$ cat config.mk
export PLATFORM = sky130hd
export DESIGN_NAME = joystick_double_tap_run_detector_top
export DESIGN_NICKNAME = d
export VERILOG_FILES = /design/src/sv/jdtrd_pkg.sv /design/src/sv/jdtrd_csr.sv /design/src/sv/jdtrd_front.sv /design/src/sv/jdtrd_fifo.sv /design/src/sv/jdtrd_back.sv /design/src/sv/joystick_double_tap_run_detector_top.sv
export SDC_FILE = /design/constraint.sdc
export NUM_CORES = 1
export LEC_CHECK = 0
export BUFFER_PORTS_ARGS = -buffer_cell sky130_fd_sc_hd__buf_2
export CAP_MARGIN = 5
export CORE_ASPECT_RATIO = 1.4
export CORE_MARGIN = 2
export CORE_UTILIZATION = 40
export DETAILED_ROUTE_END_ITERATION = 10
export GPL_ROUTABILITY_DRIVEN = 0
export PLACE_DENSITY = 0.6
export SYNTH_ARGS = -nofsm -noshare
export SYNTH_HDL_FRONTEND = slang
export SYNTH_SLANG_ARGS = --single-unit
$ cat constraint.sdc
create_clock -name clock -period 2.6 [get_ports clock]
set_input_delay 0.26 -clock clock [delete_from_list [all_inputs] [get_ports clock]]
set_output_delay 0.26 -clock clock [all_outputs]
set_load 0.02 [all_outputs]
$ cat src/sv/jdtrd_pkg.sv
`default_nettype none

package jdtrd_pkg;

   // Width of the per-direction poll counters.
   localparam int COUNT_BITS = 8;
   localparam int DATA_W     = 8;
   localparam int OFFSET_W   = 3;
   // Compare width that holds both a counter and an 8-bit limit.
   localparam int CMP_W      = (COUNT_BITS > DATA_W) ? COUNT_BITS : DATA_W;

   // Command queue between the front and back parts.
   localparam int QUEUE_DEPTH = 4;
   localparam int QPTR_W      = $clog2(QUEUE_DEPTH);
   localparam int QCNT_W      = $clog2(QUEUE_DEPTH + 1);

   // Configuration port.
   localparam int CSR_ADDR_W = 4;
   localparam int CSR_DATA_W = 32;
   localparam logic [1:0] REG_TAP_GAP   = 2'd0;
   localparam logic [1:0] REG_PRESS_LEN = 2'd1;
   localparam logic [1:0] REG_LOCKOUT   = 2'd2;

   localparam logic [DATA_W-1:0] TAP_GAP_RESET   = 8'd10;
   localparam logic [DATA_W-1:0] PRESS_LEN_RESET = 8'd5;
   localparam logic [DATA_W-1:0] LOCKOUT_RESET   = 8'd100;

   localparam logic [DATA_W-1:0] SIGNATURE   = 8'h6a;
   localparam logic [DATA_W-1:0] BUTTON_MASK = 8'h30;
   localparam logic [DATA_W-1:0] P1_MASK     = 8'hcf;
   localparam logic [DATA_W-1:0] P2_MASK     = 8'h0f;

   localparam logic [OFFSET_W-1:0] AUX_OFFSET = 3'd4;
   localparam logic [OFFSET_W-1:0] SNAP_COUNT = 3'd4;

   typedef logic [COUNT_BITS-1:0] count_type;
   localparam count_type COUNT_MAX = {COUNT_BITS{1'b1}};

   typedef enum logic {
      OP_COMMAND = 1'b0,
      OP_READ    = 1'b1
   } op_type;

   typedef enum logic {
      RD_SNAPSHOT = 1'b0,
      RD_AUX      = 1'b1
   } rd_sel_type;

   // One classified beat on its way from the front to the back part.
   typedef struct packed {
      op_type              op;
      logic [DATA_W-1:0]   cmd;
      logic [DATA_W-1:0]   p1;
      logic [DATA_W-1:0]   p2;
      rd_sel_type          sel;
      logic [1:0]          snap_idx;
      logic [DATA_W-1:0]   aux;
   } item_type;

   typedef struct packed {
      logic [DATA_W-1:0] tap_gap;
      logic [DATA_W-1:0] press_len;
      logic [DATA_W-1:0] lockout;
   } cfg_type;

endpackage

`default_nettype wire

$ cat src/sv/jdtrd_csr.sv
`default_nettype none

module jdtrd_csr
   import jdtrd_pkg::*;
(
   input  wire logic                  clock,
   input  wire logic                  reset,
   input  wire logic                  csr_psel,
   input  wire logic                  csr_penable,
   input  wire logic                  csr_pwrite,
   input  wire logic [CSR_ADDR_W-1:0] csr_paddr,
   input  wire logic [CSR_DATA_W-1:0] csr_pwdata,
   output      logic [CSR_DATA_W-1:0] csr_prdata,
   output      logic                  csr_pready,
   output      cfg_type               cfg
);

   logic [DATA_W-1:0] tap_gap_ff, press_len_ff, lockout_ff;
   logic [1:0]        reg_idx;
   logic              wr_en;

   assign csr_pready = 1'b1;
   assign reg_idx    = csr_paddr[3:2];
   assign wr_en      = csr_psel && csr_penable && csr_pwrite && csr_pready;

   // Register writes land on the access phase.
   always_ff @(posedge clock) begin
      if (reset) begin
         tap_gap_ff   <= TAP_GAP_RESET;
         press_len_ff <= PRESS_LEN_RESET;
         lockout_ff   <= LOCKOUT_RESET;
      end else if (wr_en) begin
         case (reg_idx)
            REG_TAP_GAP:   tap_gap_ff   <= csr_pwdata[DATA_W-1:0];
            REG_PRESS_LEN: press_len_ff <= csr_pwdata[DATA_W-1:0];
            REG_LOCKOUT:   lockout_ff   <= csr_pwdata[DATA_W-1:0];
            default: ;
         endcase
      end
   end

   // Read mux; unmapped addresses read as zero.
   always_comb begin
      case (reg_idx)
         REG_TAP_GAP:   csr_prdata = CSR_DATA_W'(tap_gap_ff);
         REG_PRESS_LEN: csr_prdata = CSR_DATA_W'(press_len_ff);
         REG_LOCKOUT:   csr_prdata = CSR_DATA_W'(lockout_ff);
         default:       csr_prdata = '0;
      endcase
   end

   assign cfg.tap_gap   = tap_gap_ff;
   assign cfg.press_len = press_len_ff;
   assign cfg.lockout   = lockout_ff;

endmodule

`default_nettype wire

$ cat src/sv/jdtrd_front.sv
`default_nettype none

module jdtrd_front
   import jdtrd_pkg::*;
(
   input  wire logic                clock,
   input  wire logic                reset,
   input  wire logic                req_push,
   output      logic                req_full,
   input  wire logic                req_opcode,
   input  wire logic [DATA_W-1:0]   req_command_data,
   input  wire logic [DATA_W-1:0]   req_player_one_port,
   input  wire logic [DATA_W-1:0]   req_player_two_port,
   input  wire logic [OFFSET_W-1:0] req_reg_offset,
   input  wire logic [DATA_W-1:0]   req_aux_port,
   output      logic                q_push,
   output      item_type            q_item,
   input  wire logic                q_full
);

   logic     valid_ff, valid_in;
   item_type item_ff, item_in;
   logic     accept;

   // The holding stage frees up whenever its beat moves into the queue.
   assign req_full = valid_ff && q_full;
   assign accept   = req_push && !req_full;
   assign q_push   = valid_ff && !q_full;
   assign q_item   = item_ff;

   // Classify the beat: resolve the read offset to a snapshot index or the
   // auxiliary port, with offsets above the auxiliary one reading snapshot 0.
   always_comb begin
      item_in.op       = op_type'(req_opcode);
      item_in.cmd      = req_command_data;
      item_in.p1       = req_player_one_port;
      item_in.p2       = req_player_two_port;
      item_in.aux      = req_aux_port;
      item_in.sel      = (req_reg_offset == AUX_OFFSET) ? RD_AUX : RD_SNAPSHOT;
      item_in.snap_idx = (req_reg_offset < SNAP_COUNT) ? req_reg_offset[1:0] : 2'd0;
   end

   always_comb begin
      if (accept) begin
         valid_in = 1'b1;
      end else if (q_push) begin
         valid_in = 1'b0;
      end else begin
         valid_in = valid_ff;
      end
   end

   always_ff @(posedge clock) begin
      if (reset) begin
         valid_ff <= 1'b0;
      end else begin
         valid_ff <= valid_in;
      end
   end

   always_ff @(posedge clock) begin
      if (accept) begin
         item_ff <= item_in;
      end
   end

endmodule

`default_nettype wire

$ cat src/sv/jdtrd_fifo.sv
`default_nettype none

module jdtrd_fifo
   import jdtrd_pkg::*;
(
   input  wire logic     clock,
   input  wire logic     reset,
   input  wire logic     push,
   input  wire item_type push_item,
   output      logic     full,
   input  wire logic     pop,
   output      item_type pop_item,
   output      logic     empty
);

   item_type          mem_ff [QUEUE_DEPTH];
   logic [QPTR_W-1:0] wr_ptr_ff, rd_ptr_ff;
   logic [QCNT_W-1:0] count_ff, count_in;
   logic              do_push, do_pop;

   assign full     = (count_ff == QCNT_W'(QUEUE_DEPTH));
   assign empty    = (count_ff == '0);
   assign do_push  = push && !full;
   assign do_pop   = pop && !empty;
   assign pop_item = mem_ff[rd_ptr_ff];

   always_comb begin
      count_in = count_ff;
      if (do_push && !do_pop) begin
         count_in = count_ff + 1'b1;
      end else if (do_pop && !do_push) begin
         count_in = count_ff - 1'b1;
      end
   end

   // Pointers wrap naturally at the power-of-two depth.
   always_ff @(posedge clock) begin
      if (reset) begin
         wr_ptr_ff <= '0;
         rd_ptr_ff <= '0;
         count_ff  <= '0;
      end else begin
         count_ff <= count_in;
         if (do_push) begin
            wr_ptr_ff <= wr_ptr_ff + 1'b1;
         end
         if (do_pop) begin
            rd_ptr_ff <= rd_ptr_ff + 1'b1;
         end
      end
   end

   always_ff @(posedge clock) begin
      if (do_push) begin
         mem_ff[wr_ptr_ff] <= push_item;
      end
   end

endmodule

`default_nettype wire

$ cat src/sv/jdtrd_back.sv
`default_nettype none

module jdtrd_back
   import jdtrd_pkg::*;
(
   input  wire logic              clock,
   input  wire logic              reset,
   input  wire cfg_type           cfg,
   input  wire item_type          q_item,
   input  wire logic              q_empty,
   output      logic              q_pop,
   output      logic              rsp_empty,
   input  wire logic              rsp_pop,
   output      logic [DATA_W-1:0] rsp_read_data
);

   // Direction state, indexed player*2 + direction (0 right, 1 left).
   logic              last_ff [4], last_in [4];
   count_type         rel_ff [4], rel_in [4];
   count_type         prs_ff [4], prs_in [4];
   logic [1:0]        run_ff [2], run_in [2];
   logic              jump_ff [2], jump_in [2];
   logic [DATA_W-1:0] snap_ff [4], snap_in [4];
   logic [DATA_W-1:0] cmd_ff;

   // Two-beat result buffer.
   logic [DATA_W-1:0] out_buf_ff [2];
   logic              out_wr_ff, out_rd_ff;
   logic [1:0]        out_cnt_ff;
   logic              out_push, out_pop, out_full;
   logic [DATA_W-1:0] read_val;
   logic              do_cmd;

   function automatic count_type sat_inc(input count_type v);
      return (v == COUNT_MAX) ? v : v + COUNT_BITS'(1);
   endfunction

   assign out_full = (out_cnt_ff == 2'd2);
   assign q_pop    = !q_empty && ((q_item.op == OP_COMMAND) || !out_full);
   assign do_cmd   = q_pop && (q_item.op == OP_COMMAND);
   assign out_push = q_pop && (q_item.op == OP_READ);
   assign out_pop  = rsp_pop && !rsp_empty;

   assign rsp_empty     = (out_cnt_ff == 2'd0);
   assign rsp_read_data = out_buf_ff[out_rd_ff];

   // Read data: signature while the stored command is zero.
   always_comb begin
      if (cmd_ff == '0) begin
         read_val = SIGNATURE;
      end else if (q_item.sel == RD_AUX) begin
         read_val = q_item.aux;
      end else begin
         read_val = snap_ff[q_item.snap_idx];
      end
   end

   // Poll update for a command beat: release and press counters, run
   // flags, button latch and the rebuilt snapshots.
   always_comb begin
      logic [DATA_W-1:0] ports [2];
      logic [DATA_W-1:0] btn_cur, btn;
      logic [CMP_W-1:0]  lock_w;
      count_type         lock_sat, r, pv;
      logic [1:0]        run_v;
      logic              cur, oth, jl;
      int                k;

      ports[0] = q_item.p1;
      ports[1] = q_item.p2;
      lock_w   = CMP_W'(cfg.lockout);
      if (lock_w > CMP_W'(COUNT_MAX)) begin
         lock_sat = COUNT_MAX;
      end else begin
         lock_sat = COUNT_BITS'(lock_w);
      end

      for (int p = 0; p < 2; p++) begin
         run_v = run_ff[p];
         for (int j = 0; j < 2; j++) begin
            k   = p * 2 + j;
            cur = ports[p][j];
            oth = ports[p][1-j];
            rel_in[k] = rel_ff[k];
            prs_in[k] = prs_ff[k];
            r         = '0;
            pv        = '0;
            if (!cur) begin
               r = last_ff[k] ? '0 : rel_ff[k];
               if (oth) begin
                  r = lock_sat;
               end
               rel_in[k] = sat_inc(r);
               run_v[j]  = 1'b0;
            end else begin
               pv = prs_ff[k];
               if (!last_ff[k]) begin
                  if ((CMP_W'(rel_ff[k]) < CMP_W'(cfg.tap_gap)) &&
                      (CMP_W'(prs_ff[k]) < CMP_W'(cfg.press_len))) begin
                     run_v[j] = 1'b1;
                  end
                  pv = '0;
               end
               prs_in[k] = sat_inc(pv);
            end
            last_in[k] = cur;
         end
         run_in[p] = run_v;

         // Both buttons pass once, then stay masked until all are released.
         btn_cur = ports[p] & BUTTON_MASK;
         btn     = jump_ff[p] ? '0 : btn_cur;
         jl      = jump_ff[p];
         if (btn == BUTTON_MASK) begin
            jl = 1'b1;
         end
         if (btn_cur == '0) begin
            jl = 1'b0;
         end
         jump_in[p]   = jl;
         snap_in[p+2] = DATA_W'(run_v) | btn;
      end

      snap_in[0] = ports[0] & P1_MASK;
      snap_in[1] = ports[1] & P2_MASK;
   end

   always_ff @(posedge clock) begin
      if (reset) begin
         cmd_ff <= '0;
         for (int i = 0; i < 4; i++) begin
            last_ff[i] <= 1'b0;
            rel_ff[i]  <= '0;
            prs_ff[i]  <= '0;
            snap_ff[i] <= '0;
         end
         for (int i = 0; i < 2; i++) begin
            run_ff[i]  <= '0;
            jump_ff[i] <= 1'b0;
         end
      end else if (do_cmd) begin
         cmd_ff <= q_item.cmd;
         for (int i = 0; i < 4; i++) begin
            last_ff[i] <= last_in[i];
            rel_ff[i]  <= rel_in[i];
            prs_ff[i]  <= prs_in[i];
            snap_ff[i] <= snap_in[i];
         end
         for (int i = 0; i < 2; i++) begin
            run_ff[i]  <= run_in[i];
            jump_ff[i] <= jump_in[i];
         end
      end
   end

   // Result buffer control.
   always_ff @(posedge clock) begin
      if (reset) begin
         out_wr_ff  <= 1'b0;
         out_rd_ff  <= 1'b0;
         out_cnt_ff <= 2'd0;
      end else begin
         if (out_push) begin
            out_wr_ff <= !out_wr_ff;
         end
         if (out_pop) begin
            out_rd_ff <= !out_rd_ff;
         end
         if (out_push && !out_pop) begin
            out_cnt_ff <= out_cnt_ff + 2'd1;
         end else if (out_pop && !out_push) begin
            out_cnt_ff <= out_cnt_ff - 2'd1;
         end
      end
   end

   always_ff @(posedge clock) begin
      if (out_push) begin
         out_buf_ff[out_wr_ff] <= read_val;
      end
   end

endmodule

`default_nettype wire

$ cat src/sv/joystick_double_tap_run_detector_top.sv
// Joystick double-tap run detector.
// Request channel (req_*): a beat is taken when req_push is high and
// req_full is low. Opcode 0 stores the command byte and polls both joystick
// ports, updating the run flags, button latches and the four snapshots; it
// returns nothing. Opcode 1 reads a snapshot, the auxiliary port, or the
// signature byte while the stored command is zero, and returns one beat.
// Response channel (rsp_*): the oldest result is shown while rsp_empty is
// low and leaves when rsp_pop is high.
// A beat waits in the front holding stage, then passes through a four-entry
// command queue to the back part, which applies it. A read result is
// registered in the result buffer. One beat per cycle is sustained in both
// directions while the receiver keeps popping; the back part's single
// update step per beat sets that figure.
// If the receiver stalls, the two-entry result buffer fills, read beats
// wait in the queue while command beats behind them wait too, and req_full
// rises once the queue and holding stage are full.
// Reset clears all direction state, snapshots and the command, empties all
// queues and restores the registers to 10, 5 and 100.
// Registers on the csr_* port: tap gap limit at 0, press length limit at 4,
// lockout value at 8; they should be written while the block is idle.
`default_nettype none

module joystick_double_tap_run_detector_top
   import jdtrd_pkg::*;
(
   input  wire logic                  clock,
   input  wire logic                  reset,
   input  wire logic                  req_push,
   output      logic                  req_full,
   input  wire logic                  req_opcode,
   input  wire logic [DATA_W-1:0]     req_command_data,
   input  wire logic [DATA_W-1:0]     req_player_one_port,
   input  wire logic [DATA_W-1:0]     req_player_two_port,
   input  wire logic [OFFSET_W-1:0]   req_reg_offset,
   input  wire logic [DATA_W-1:0]     req_aux_port,
   output      logic                  rsp_empty,
   input  wire logic                  rsp_pop,
   output      logic [DATA_W-1:0]     rsp_read_data,
   input  wire logic                  csr_psel,
   input  wire logic                  csr_penable,
   input  wire logic                  csr_pwrite,
   input  wire logic [CSR_ADDR_W-1:0] csr_paddr,
   input  wire logic [CSR_DATA_W-1:0] csr_pwdata,
   output      logic [CSR_DATA_W-1:0] csr_prdata,
   output      logic                  csr_pready
);

   cfg_type  cfg;
   item_type front_item, back_item;
   logic     front_push, q_full, q_pop, q_empty;

   jdtrd_csr u_csr (
      .clock       (clock),
      .reset       (reset),
      .csr_psel    (csr_psel),
      .csr_penable (csr_penable),
      .csr_pwrite  (csr_pwrite),
      .csr_paddr   (csr_paddr),
      .csr_pwdata  (csr_pwdata),
      .csr_prdata  (csr_prdata),
      .csr_pready  (csr_pready),
      .cfg         (cfg)
   );

   jdtrd_front u_front (
      .clock               (clock),
      .reset               (reset),
      .req_push            (req_push),
      .req_full            (req_full),
      .req_opcode          (req_opcode),
      .req_command_data    (req_command_data),
      .req_player_one_port (req_player_one_port),
      .req_player_two_port (req_player_two_port),
      .req_reg_offset      (req_reg_offset),
      .req_aux_port        (req_aux_port),
      .q_push              (front_push),
      .q_item              (front_item),
      .q_full              (q_full)
   );

   jdtrd_fifo u_queue (
      .clock     (clock),
      .reset     (reset),
      .push      (front_push),
      .push_item (front_item),
      .full      (q_full),
      .pop       (q_pop),
      .pop_item  (back_item),
      .empty     (q_empty)
   );

   jdtrd_back u_back (
      .clock         (clock),
      .reset         (reset),
      .cfg           (cfg),
      .q_item        (back_item),
      .q_empty       (q_empty),
      .q_pop         (q_pop),
      .rsp_empty     (rsp_empty),
      .rsp_pop       (rsp_pop),
      .rsp_read_data (rsp_read_data)
   );

endmodule

`default_nettype wire

# After elaboration in Yosys (flattened, before gate mapping)
# Memories as Yosys holds them, arrays and structs flattened. A register that Yosys moved wholly into a read port is not among the register bits.
# Index checks and enable logic that the tools add are counted.
dict set report word_totals {
  inputBits 79
  mem_bits_rw 266
  out_inout_bits 43
  memories 8
  ff_bits 80
}
# name words width read_ports rd_ports_with_merged_regs write_ports line_no
set mem_list {}
lappend mem_list {u_queue.mem_ff 4 36 1 1 1 jdtrd_fifo.sv:16} ;# item_type mem_ff [QUEUE_DEPTH];
lappend mem_list {u_back.prs_ff 4 8 4 0 4 jdtrd_back.sv:20} ;# count_type prs_ff [4], prs_in [4];
lappend mem_list {u_back.rel_ff 4 8 4 0 4 jdtrd_back.sv:19} ;# count_type rel_ff [4], rel_in [4];
lappend mem_list {u_back.snap_ff 4 8 1 0 4 jdtrd_back.sv:23} ;# logic [DATA_W-1:0] snap_ff [4], snap_in [4];
lappend mem_list {u_back.out_buf_ff 2 8 1 1 1 jdtrd_back.sv:27} ;# logic [DATA_W-1:0] out_buf_ff [2];
lappend mem_list {u_back.last_ff 4 1 4 0 4 jdtrd_back.sv:18} ;# logic last_ff [4], last_in [4];
lappend mem_list {{+2 memories} -- -- -- -- -- --}
dict set report op_classes {
  n_eq_ne 15
  magnitude_cmp 10
  reduce_logical 43
  muxes 98
  bitwise 23
  n_addsub 14
}
# cell count
set ops {}
lappend ops {{$mux 8} 51}
lappend ops {{$add 8x1->8 const B} 8}
lappend ops {{$eq 8x8->1 const B} 8}
lappend ops {{$lt 8x8->1} 8}
lappend ops {{$mux 1} 36}
lappend ops {{$logic_not 8->1} 3}
lappend ops {{$pmux 8 s3} 1}
lappend ops {{$or 1x1->1} 20}
lappend ops {{$logic_and 1x1->1} 19}
lappend ops {{$eq 8x6->1 const B} 2}
lappend ops {{$or 2x8->8} 2}
lappend ops {{$mux 2} 6}
lappend ops {{$mux 6} 2}
lappend ops {{$logic_not 1->1} 11}
lappend ops {{$gt 8x8->1 const B} 1}
lappend ops {{$add 2x1->2 const B} 3}
lappend ops {{$eq 3x3->1 const B} 2}
lappend ops {{$mux 3} 2}
lappend ops {{$reduce_and 2->1} 3}
lappend ops {{$reduce_bool 2->1} 3}
lappend ops {{$eq 2x2->1 const B} 2}
lappend ops {{$logic_not 2->1} 2}
lappend ops {{$add 3x1->3 const B} 1}
lappend ops {{$logic_not 3->1} 1}
lappend ops {{other kinds (6)} 6}

# Longest topological paths before layout
dict set report depth {
  depth_word 9
  ltp_mapped 13
  mapped_depth_nobuf 10
}

# By module
# A second synthesis with hierarchy kept.
dict set report hier_totals {
  cells_unflattened 1195
  hier_area_um2 15989.1
}
# module cells_each n_inst area_per_inst_um2
set modules_own_cells {}
lappend modules_own_cells {jdtrd_back 761 1 7742.4}
lappend modules_own_cells {jdtrd_fifo 236 1 5696.7}
lappend modules_own_cells {jdtrd_csr 153 1 1393.8}
lappend modules_own_cells {jdtrd_front 45 1 1156.1}

# Worst setup path before layout
# No wires, ideal clock.
dict set report synth_timing {
  kind {register to register}
  startpoint {register (tool-made name)}
  endpoint {memory u_back.rel_ff[3][5] (netlist bit), data pin}
  t_arrival_ns 2.608
  n_path_buf 3
  path_stages_with_launch 14
  setup_ns 0.257
  setup_slack_ns -0.264
  required_ns 2.343
  cell_sequence {dfxtp_1 > buf_6 > mux4_2 > buf_2 > buf_2 > nand2_1 > o21ai_0 > ha_1 > nand3b_1 > nor4_1 > a41oi_1 > nand3_1 > xnor2_1 > nor2_1}
}
# item line_no
set synth_rtl {}
lappend synth_rtl {{end: declaration} jdtrd_back.sv:19}

==> results.py <==
metrics = {
    "setup_path": {
        "reg2reg_depth": 7,
        "crit_path_end_kind": "flip-flop",
        "critPathTopFamily": "compound AO/OA/AOI/OAI gates",
        "rrSetupSlack_ns": 0.16,
        "path_max_fanout": 6,
        "worst_path_max_delay_cell": "mux4_2",
        "critical_path_buf_inv_count": 1,
        "crit_type": "reg -> reg",
        "worstSetupPathDepth": 7,
        "critPathMaxStageDelay_ns": 0.57,
        "rr_endpoint": "u_back.rel_ff[1][6]",
        "cp.required_ns": 2.99,
        "cp.arrival_ns": 2.83,
        "startpoint_type": "flip-flop",
        "crit_chain": "buf_12 -> mux4_2 -> o21ai_0 -> ha_1 -> and2_1 -> a221oi_1 -> a311oi_1",
    },
    "detailed_routing": {
        "drt-initial-drc-count": 637,
        "num_vias": 10170,
        "drc_errors": 0,
        "via_per_inst": 5.297,
        "ant_nets": 0,
        "firstDrtPassIters": 5,
        "routedWlPerCell_um": 18.98,
        "drt-total-wl_mm": 36.45,
    },
    "clock_network": {
        "htreeDepth": 1,
        "cts_buffer_depth": 3,
        "clk_pin_slew_ns": 0.06,
        "clk_latency_ns": 0.58,
        "root_buffer": "clkbuf_16",
        "clock_sinks": 318,
        "cts_buffers": 31,
        "cts_tree": "yes",
    },
    "job": {
        "maxCapViolations": 0,
    },
    "floorplanning": {
        "num_rows": 85,
        "die-area_um2": 40610,
        "die_y_um": 237.6,
        "coreArea_um2": 38500,
        "start_util_pct": 40.51,
        "fp.dieW_um": 170.9,
        "ios": 122,
    },
    "global_route": {
        "grt_start_max_net_pins": 45,
        "grt_pass1_wl_mm": 57.49,
        "grt_antenna_before_repair": 0,
        "grt-ovfl-total": 0,
        "grt.total_usage_pct": 18.32,
        "grt_pass1_vias": 10380,
    },
    "timing": {
        "min_period_ns": 2.440,
        "fin_ws_ns": 0.1598,
        "maxSlewViolCount": 0,
        "finalSetupViolCount": 0,
        "post-route-period-util_pct": 93.85,
        "maxSlewHeadroom_pct": 65.78,
        "worstMarginPinSlew_ns": 0.5123,
        "fin_skew_ns": 0.01630,
        "hold_viol": 0,
        "finalSetupTns_ns": 0,
        "max_freq_mhz": 409.8,
    },
    "status": {
        "outcome": "completed",
    },
    "synthesis": {
        "synth.largest_area_cell": "edfxtp_1",
        "syn_inst": 1226,
        "synth.area.top_cells": "edfxtp_1 (52%), dfxtp_1 (6.0%), ha_1 (5.6%)",
        "syn_area_per_cell_um2": 12.72,
        "synth-seq-cells": 318,
        "yosysSeqAreaShare_pct": 58.21,
        "synthArstFlopShare_pct": 0,
        "ys_warn_count": 0,
        "synth_edf_count": 271,
        "synth_top_area_share_pct": 52.17,
        "syn_area_um2": 15600,
        "synth_flop_cell": "edfxtp_1",
        "yosysUniqueCellTypes": 63,
    },
    "power_and_ir_drop": {
        "vdd_ir_drop_max_uv": 669.7,
        "power_leakage_nw": 6.605,
        "power_density_nw_per_um2": 915.0,
    },
    "place": {
        "io_buffers": 68,
        "post_dp_cell_area_um2": 16770,
        "dp_slack_ns": 0.1356,
        "dp_hpwl_mm": 25.08,
    },
    "finish": {
        "finalInstanceArea_um2": 18290,
        "syn2layout_area_growth_pct": 17.27,
        "antenna_cells": 0,
        "final_nets": 1525,
        "final_layout_size_suffix_gt1_share_pct": 18.24,
    },
    "worst_hold_path": {
        "min_to": "u_back.out_rd_ff",
        "min_path_cells": 2,
        "hold_path.startpoint": "reset",
        "min_path_type": "in -> reg",
    },
}
## power by group
part / internal (mW) / switching [mW] / leakage, nW
registers: 6.55 / 0.577 / 2.99
clock network: 2.67 / 2.03 / 0.517
logic: 2.14 / 2.77 / 3.09
total: 11.4 / 5.38 / 6.61
## Yosys cell counts (3+ instances only)
| master | n |
|---|---|
| nand3b_1 | 11 |
| buf_2 | 11 |
| a211o_1 | 5 |
| edfxtp_1 | 271 |
| a22o_1 | 3 |
| o31ai_1 | 5 |
| a41oi_1 | 5 |
| xor2_1 | 15 |
| buf_6 | 10 |
| mux2_2 | 12 |
| nor3b_1 | 30 |
| nor2b_1 | 17 |
| clkbuf_1 | 33 |
| mux4_2 | 35 |
| nand2b_1 | 25 |
| nor4b_1 | 7 |
| o21bai_1 | 4 |
| nand2_1 | 95 |
| and4_1 | 5 |
| o21ai_0 | 36 |
| a21oi_1 | 64 |
| a211oi_2 | 4 |
| nand4b_1 | 3 |
| buf_4 | 27 |
| a211oi_1 | 9 |
| nor4_1 | 8 |
| nand3_1 | 43 |
| o21ai_1 | 5 |
| and3_1 | 16 |
| buf_1 | 3 |
| a221oi_1 | 7 |
| ha_1 | 70 |
| nor2_1 | 93 |
| dfxtp_1 | 47 |
| xnor2_1 | 23 |
| nand4_1 | 21 |
| mux2i_1 | 34 |
| a311oi_1 | 3 |
| and2_1 | 22 |
| a31oi_1 | 3 |
| a21o_1 | 16 |
| inv_1 | 23 |
| or3_1 | 9 |
| nor3_1 | 14 |
## flip-flops by register name (all words and copies together), names as in the netlist, named ones only
register and count:
u_back.rel_ff 32, u_back.out_buf_ff 16, u_back.out_rd_ff 1, u_front.q_item 34, u_back.last_ff 3, u_front.valid_ff 1, u_back.run_ff 2, u_back.prs_ff 32
u_back.out_cnt_ff 2, u_csr.press_len_ff 8, u_csr.tap_gap_ff 8, u_queue.rd_ptr_ff 2, u_queue.mem_ff 136, u_back.cmd_ff 8, u_queue.count_ff 3, u_back.snap_ff 14
u_queue.wr_ptr_ff 2, u_csr.lockout_ff 8, u_back.jump_ff 2, u_back.out_wr_ff 1
## kinds of logic after synthesis
| logic type | synth area share, % |
|---|---|
| simple gates | 14.52 |
| flops | 58.21 |
| compound gates | 7.452 |
| buf+inv | 3.794 |
| mux | 8.102 |
| fa+ha+maj | 5.744 |
| xor+xnor | 2.134 |
| other cells | 0.04815 |
## repair_timing
item / in CTS / in global routing
endpoints found under the hold margin: 59 / 0
hold buffers: 44 / 0
resized for setup: 0 / 2
endpoints found under the setup margin: 0 / 4
setup buffers: 0 / 2
## final cells by class
class	count	area, µm²
clock buffer	35	810.8
clock inverter	21	242.7
fill	3445	20210
inverter	23	86.33
multi-input combinational	824	6050
sequential	318	9080
tap	522	653.1
timing repair buffer	177	1369
## worst max-delay path by stage
stage	from	to	slack, ns
after floorplan	flip-flop	u_back.rel_ff[3][5]	-0.06
after global placement	flip-flop	u_back.rel_ff[3][5]	0.16
after detailed placement	flip-flop	u_back.rel_ff[2][3]	0.14
after CTS	flip-flop	u_back.rel_ff[2][3]	0.13
after global routing	flip-flop	u_back.rel_ff[0][2]	-0.02
final	flip-flop	u_back.rel_ff[1][6]	0.16
## per-stage QoR
stage | total power, mW | hold WS (ns) | instances | utilization, %
2_1_floorplan | 10.56 | 0.3589 | 1249 | -
3_3_place_gp | 12.01 | 0.4364 | 1818 | 43.57
3_5_place_dp | 12.11 | 0.4383 | 1818 | 43.57
4_1_cts | 16.92 | 0.1155 | 1918 | 47.45
5_1_grt | 17.65 | 0.1374 | 1920 | 47.51
6_report | 16.74 | 0.1242 | 1920 | 47.51
## layout by cell type (no fill, tap or decap), drive strengths merged, types with 25 or more instances in the layout
master         n
conb          25
o21ai         43
nor3b         30
a21oi         64
mux4          35
edfxtp       271
nor2          94
dlygate4sd3   44
nand3         43
nand2         95
clkbuf        35
buf          133
nand2b        25
mux2i         34
dfxtp         47
inv           32
ha            70
## worst reg2reg max path, cell delays in order, from the launching register on
cell      delay (ns)
dfxtp_2         0.37
buf_12          0.13
mux4_2          0.57
o21ai_0         0.31
ha_1            0.30
and2_1          0.22
a221oi_1        0.10
a311oi_1        0.26
## routing by layer
metal  up-vias  part of all wire (%)  GRT usage (%)
met5         -                     0              0
met4         0                   4.3          7.756
met3        85                   4.0          2.664
met2       228                    53          33.59
met1      4979                    39          21.12
li1       4879                     -              -
Note: power is estimated with default switching activity, not from simulation.
